<file path="src/sv/bbd_pkg.sv">
// Shared constants, codes and types for the Bayer bilinear demosaic block.
package bbd_pkg;

    localparam int DEF_MAX_WIDTH = 1024;
    localparam int MAX_HEIGHT    = 4096;
    localparam int PIX_W         = 8;
    localparam int CFG_W_BITS    = 11;
    localparam int CFG_H_BITS    = 13;
    localparam int ROW_BITS      = 12;
    localparam int APB_AW        = 3;
    localparam int APB_DW        = 32;

    localparam logic [CFG_W_BITS-1:0] RST_WIDTH  = 11'd420;
    localparam logic [CFG_H_BITS-1:0] RST_HEIGHT = 13'd288;

    // register index, taken from paddr[2]
    localparam logic REG_WIDTH  = 1'b0;
    localparam logic REG_HEIGHT = 1'b1;

    // neighborhood tap modes: plain, mirrored at the start, mirrored at the end
    localparam logic [1:0] MODE_NORMAL = 2'd0;
    localparam logic [1:0] MODE_FIRST  = 2'd1;
    localparam logic [1:0] MODE_LAST   = 2'd2;

    // [row][col]; row 0 oldest line, col 2 newest column
    typedef logic [2:0][2:0][PIX_W-1:0] t_win;

    typedef struct packed {
        logic [1:0] row_mode;
        logic [1:0] col_mode;
        logic       row_odd;
        logic       col_odd;
    } t_pix_sel;

endpackage

</file>
<file path="src/sv/bbd_interp.sv">
// Bilinear interpolation of one RGB pixel from the 3x3 window with edge mirroring.
module bbd_interp (
    input  bbd_pkg::t_win     i_win,
    input  bbd_pkg::t_pix_sel i_sel,
    output logic [7:0]        o_red,
    output logic [7:0]        o_green,
    output logic [7:0]        o_blue
);
    import bbd_pkg::*;

    function automatic logic [1:0] tap(input logic [1:0] mode, input logic [1:0] pos);
        logic [1:0] res;
        case (mode)
            MODE_NORMAL: res = pos;
            MODE_FIRST:  res = (pos == 2'd1) ? 2'd1 : 2'd2;
            MODE_LAST:   res = (pos == 2'd1) ? 2'd2 : 2'd1;
            default:     res = pos;
        endcase
        return res;
    endfunction

    logic [PIX_W-1:0] v [3][3];
    logic [PIX_W:0]   hs;
    logic [PIX_W:0]   vs;
    logic [PIX_W+1:0] plus;
    logic [PIX_W+1:0] corner;
    logic [PIX_W-1:0] ctr;

    always_comb begin
        for (int i = 0; i < 3; i++) begin
            for (int j = 0; j < 3; j++) begin
                v[i][j] = i_win[tap(i_sel.row_mode, 2'(i))][tap(i_sel.col_mode, 2'(j))];
            end
        end
    end

    assign hs     = {1'b0, v[1][0]} + {1'b0, v[1][2]};
    assign vs     = {1'b0, v[0][1]} + {1'b0, v[2][1]};
    assign plus   = {1'b0, hs} + {1'b0, vs};
    assign corner = (PIX_W+2)'(v[0][0]) + (PIX_W+2)'(v[0][2])
                  + (PIX_W+2)'(v[2][0]) + (PIX_W+2)'(v[2][2]);
    assign ctr    = v[1][1];

    // G R / B G phase of the output pixel
    always_comb begin
        case ({i_sel.row_odd, i_sel.col_odd})
            2'b00: begin
                o_red   = hs[PIX_W:1];
                o_green = ctr;
                o_blue  = vs[PIX_W:1];
            end
            2'b01: begin
                o_red   = ctr;
                o_green = plus[PIX_W+1:2];
                o_blue  = corner[PIX_W+1:2];
            end
            2'b10: begin
                o_red   = corner[PIX_W+1:2];
                o_green = plus[PIX_W+1:2];
                o_blue  = ctr;
            end
            default: begin
                o_red   = vs[PIX_W:1];
                o_green = ctr;
                o_blue  = hs[PIX_W:1];
            end
        endcase
    end
endmodule

</file>
<file path="config.mk">
export PLATFORM = sky130hd
export DESIGN_NAME = bbd_interp
export DESIGN_NICKNAME = d
export VERILOG_FILES = /design/src/sv/bbd_pkg.sv /design/src/sv/bbd_interp.sv
export SDC_FILE = /design/constraint.sdc
export NUM_CORES = 1
export LEC_CHECK = 0
export BUFFER_PORTS_ARGS = -buffer_cell sky130_fd_sc_hd__buf_2
export CORE_ASPECT_RATIO = 0.9
export CORE_MARGIN = 1
export CORE_UTILIZATION = 45
export DETAILED_ROUTE_END_ITERATION = 8
export PLACE_DENSITY = 0.68
export SETUP_SLACK_MARGIN = 0.5
export SYNTH_ARGS = -nofsm -noshare
export SYNTH_HDL_FRONTEND = slang
export SYNTH_SLANG_ARGS = --single-unit
</file>
<file path="constraint.sdc">
create_clock -name vclk -period 9.7
set_input_delay 1.455 -clock vclk [all_inputs]
set_output_delay 1.455 -clock vclk [all_outputs]
set_load 0.01 [all_outputs]
</file>
# Yosys cells after proc, flatten, opt, wreduce, memory -nomap -nowiden
# Index checks and enable logic that the tools add are counted.
[word_totals]
ff_bits = 0
output_inout_bits = 24
[op_classes]
addsub = 6
n_lt_le_gt_ge = 6
n_eq_ne = 6
muxes = 33
n_reduce_logical = 2
[ops]
columns = ["op", "n"]
rows = [
  ["$bmux W24 S2", 3],
  ["$bmux W8 S2", 9],
  ["$mux W8", 10],
  ["$mux W24", 3],
  ["$pmux W8 S3", 2],
  ["$add A8 B8 Y9", 3],
  ["$lt A2 B3 Y1 const B", 6],
  ["$add A10 B8 Y10", 1],
  ["$add A9 B8 Y10", 1],
  ["$add A9 B9 Y10", 1],
  ["$mux W2", 4],
  ["$pmux W2 S2", 2],
  ["$eq A2 B1 Y1 const B", 3],
  ["$eq A2 B2 Y1 const B", 3],
  ["$logic_not A2 Y1", 1],
  ["$reduce_or A2 Y1", 1],
]

# Depth between registers and ports, before layout
[logic_depth]
depth_word = 10
ltp_mapped = 23

# Least setup slack after synthesis
# Ideal clock, no wire load.
[synth_timing]
path_kind = "in2out"
startpoint = "in i_sel[2] (netlist name)"
endpoint = "out o_red[5]"
arrival_ns = 5.481
slack_ns = 2.764
path_stages = 20
path_buffers = 5
cell_sequence = "buf_2 > nand2b_1 > buf_2 > buf_2 > buf_2 > clkbuf_1 > nand2_1 > o21ai_0 > fa_1 > fa_1 > nand2b_1 > a21oi_1 > fa_1 > a21o_1 > a21oi_1 > o21bai_1 > a21oi_1 > xnor2_1 > nand2_1 > a31oi_1"
[synth_via]
elab_chain_cells = 8
[synth_rtl]
columns = ["element", "line_no", "text"]
rows = [
  ["start: declaration", "bbd_interp.sv:4", "input bbd_pkg::t_pix_sel i_sel,"],
  ["$eq A2 B2 Y1 or $eq A2 B1 Y1 (tied branches)", "bbd_interp.sv:13", "case (mode)"],
  ["$pmux W2 S2 or $mux W2 (tied branches)", "bbd_interp.sv:13", ""],
  ["$bmux W8 S2", "bbd_interp.sv:32", "v[i][j] = i_win[tap(i_sel.row_mode, 2'(i))][tap(i_sel.col_mode, 2'(j))];"],
  ["$mux W8 (implied by the code)", "bbd_interp.sv:32", ""],
  ["$add A8 B8 Y9", "bbd_interp.sv:40", "assign corner = (PIX_W+2)'(v[0][0]) + (PIX_W+2)'(v[0][2])"],
  ["$add A9 B8 Y10", "bbd_interp.sv:41", "+ (PIX_W+2)'(v[2][0]) + (PIX_W+2)'(v[2][2]);"],
  ["$add A10 B8 Y10", "bbd_interp.sv:41", ""],
  ["$pmux W8 S3 (*)", "bbd_interp.sv:46", "case ({i_sel.row_odd, i_sel.col_odd})"],
  ["end: declaration", "bbd_interp.sv:5", "output logic [7:0] o_red,"],
]
# Mark *: on every way between the ends. The rest lies on a longest branch, timed or not. The select of a mux whose other input is x is not followed.

# Worst setup path after layout
# Ends and elaborated chain as after synthesis.

==> metrics.md <==
| Metric | Value |
|---|---|
| Fin. Hold Viols | 0 |
| Seq/Total Area, Yosys | 0 |
| Share of the cycle needed by the critical path after routing | 0.8316 |
| Status | finished, final reports clean |
| Distinct cell type count after synthesis | 62 |
| Top post-synthesis cells by area | mux2i_1 19%, ha_1 9.6%, fa_1 7.9%, o21ai_0 6.6%, a21oi_1 5.7% |
| Global-route wire length before repair | 22.16 mm |
| Area share of the leading cell type in the synthesized netlist | 0.1870 |
| Number of global-route vias before repair | 4924 |
| Setup TNS after final layout | 0 ps |
| N_diodes | 0 |
| Sum of routed wire segments on met1 | approximately 5.4 mm |
| Post-layout minimum cycle time | 8066 ps |
| Post-Route WL | ~13 mm |
| Number of antenna violations at the first check in global routing | 0 |
| Crit Path Class | input pin to output pin |
| Area growth from synthesis to final layout | 10.78% |
| Routed wl met3 | 437 µm |
| DRT Pass-1 Iters | 5 |
| Most numerous cell in the Yosys netlist | mux2i_1 |
| Total power per unit cell area | 160.0 nW/µm² |
| Combined flip-flop and latch cell area | 0 µm² |
| Count of sequential standard cells | 0 |
| Core Rows | 34 |
| Yosys top cell by area | mux2i_1 |
| I/O pin count | 102 |
| Max-slew violation count | 0 |
| Critical path launch point type | input pin |
| Global placer's final weighted congestion | 0.9072 |
| Nets@finish | 834 |
| Headroom to the max-slew limit | 0.3343 |
| Total congestion overflow after global routing | 0 |
| Max frequency | 124.0 MHz |
| Static power due to leakage | 2.473 nW |
| Fill count | around 960 |
| Die area | 10520 µm² |
| Worst slack on hold paths | around 3500 ps |
| Worst endpoint data arrival time | 6610 ps |
| Highest metal layer used by the detailed router | met4 |
| Count of hold-fix buffers inserted at cts | 0 |
| Synthesized netlist net count | 773 |
| Summed instance area of the synthesized netlist | ~4600 µm² |
| Initial Util | 0.4671 |
| Post-CTS setup buffer count | 0 |
| Core region area | 9742 µm² |
| Aggregate global-route resource usage | 0.2508 |
| Worst hold path class | input pin to output pin |
| Hold path cells | 5 |
| Routed vias/inst | 6.015 |
| Count of warnings emitted by yosys | 0 |
| Violation count after the first detailed-routing iteration | 326 |
| Ranking of synthesized cells by instance count | 85 x mux2i_1, 64 x nand2_1, 60 x o21ai_0 |
| Slew @ Worst Pin | approximately 990 ps |
| Count of nets left with antenna violations after detail routing | 0 |
| Share of cells above drive strength 1 | 0.1912 |
| Number of instances in the synthesized netlist | 642 |
| Required time at the worst-slack endpoint | 8250 ps |
| Number of resized instances in the post-cts repair step | 0 |
| Capturing element type of the critical path | output pin |
| Hpwl dp | 10.62 mm |
| Count of maximum capacitance violations | 0 |
| Detail Route met2 WL | 6.682 mm |
| Count of vias placed by the detailed router | a little under 5000 |
| Total power of the final layout | a little over 0.8 mW |
| WHS Endpoint | o_green[6] |
| Mean post-synth cell area | approximately 7.1 µm² |
| Max Fanout on Critical Path | 30 |
| Drc violations | 0 |
| Average detailed-routed wire length per instance | 15.63 µm |
| Setup-violating endpoint count in the final report | 0 |
| Total instance count after detailed placement | 827 |
| Startpoint of the tightest hold check path | i_win[62] |
| Number of I/O port buffers | roughly 100 |
| Floorplan die width | between 100 and 150 µm |
| Final standard cell count with taps included and fillers excluded | 827 |
| RSZ-0062 raised after global routing | no |
| Die boundary height | 97.40 µm |
| Layout clock buffer count | 0 |
| IR Drop Worst-Case VDD | 0.09014 mV |
| Pin count of the biggest net entering global routing | 49 |
report_power, final:
group	total (mW)	switching [mW]	internal [mW]	leakage, nW
Combinational	0.806	0.447	0.359	2.47
Clock	0	0	0	0
Sequential	0	0	0	0
worst max path at each step:
stage	endpoint	slack, ps	start	cells past startpoint
CTS	o_red[5]	1710	i_sel[2]	19
finish	o_red[5]	1630	i_sel[2]	19
global route	o_red[5]	1100	i_sel[2]	20
detailed placement	o_red[5]	1710	i_sel[2]	19
global placement	o_red[5]	1920	i_sel[2]	19
floorplan	o_red[5]	2760	i_sel[2]	20
layout make-up:
| type | count | area [µm²] | area share |
|---|---|---|---|
| multi-input cells | 548 | 4167 | 0.8265 |
| repair buffers | 106 | 540.5 | 0.1072 |
| inverters | 47 | 176.4 | 0.03500 |
| well taps | 126 | 157.7 | 0.03127 |
routing by layer:
layer | vias up | global-route usage
met4 | 0 | 0.07692
met3 | 34 | 0.006707
li1 | 2445 | -
met2 | 149 | 0.4841
met1 | 2346 | 0.2927
met5 | - | 0
critical path, stage by stage:
cell      delay (ps)
buf_2            440
nand2b_1         500
nand2_1          600
o221ai_1         240
mux2_2           320
fa_1             380
inv_1             80
fa_1             420
nand2b_1         160
a21oi_1           80
fa_1             470
a21o_1           170
a21oi_1          220
o21bai_1         110
a21oi_1          280
xnor2_1          190
nand2_1           70
a31oi_1          230
buf_2            170
logic make-up (layout without fill, tap and decap cells):
group | after synthesis | in the layout | synth area share
multiplexers | 101 | 101 | 0.2315
AO/OA/AOI/OAI | 196 | 196 | 0.2758
adder cells (fa/ha/maj) | 53 | 53 | 0.1754
XOR/XNOR | 18 | 18 | 0.03767
buffers and inverters | 94 | 153 | 0.08551
AND/OR/NAND/NOR | 180 | 180 | 0.1941
per-stage QoR:
step	setup slack (ps)	cell area [µm²]	utilization
floorplan	2764	4551	-
CTS	1706	5041	0.5175
detailed placement	1713	5041	0.5175
global placement	1916	5041	0.5175
global route	1096	5041	0.5175
finish	1634	5041	0.5175
cells in the final DEF, fill, tap and decap left out, drive strengths merged, types with 4 or more instances in the layout:
| cell type | netlist | final |
|---|---|---|
| a211oi | 20 | 20 |
| a31oi | 5 | 5 |
| buf | 23 | 106 |
| o21ai | 60 | 60 |
| o22ai | 5 | 5 |
| a221o | 5 | 5 |
| nand2b | 20 | 20 |
| fa | 18 | 18 |
| a222oi | 4 | 4 |
| o221ai | 11 | 11 |
| a21oi | 52 | 52 |
| nor3 | 4 | 4 |
| nand3 | 6 | 6 |
| o21bai | 5 | 5 |
| or3 | 5 | 5 |
| inv | 46 | 46 |
| nand2 | 65 | 65 |
| ha | 35 | 35 |
| xnor2 | 14 | 14 |
| mux2i | 85 | 85 |
| nor2 | 42 | 42 |
| nor2b | 22 | 22 |
| a221oi | 4 | 4 |
| mux2 | 14 | 14 |
| a21o | 9 | 9 |
Power figures use the tool's default switching activity.
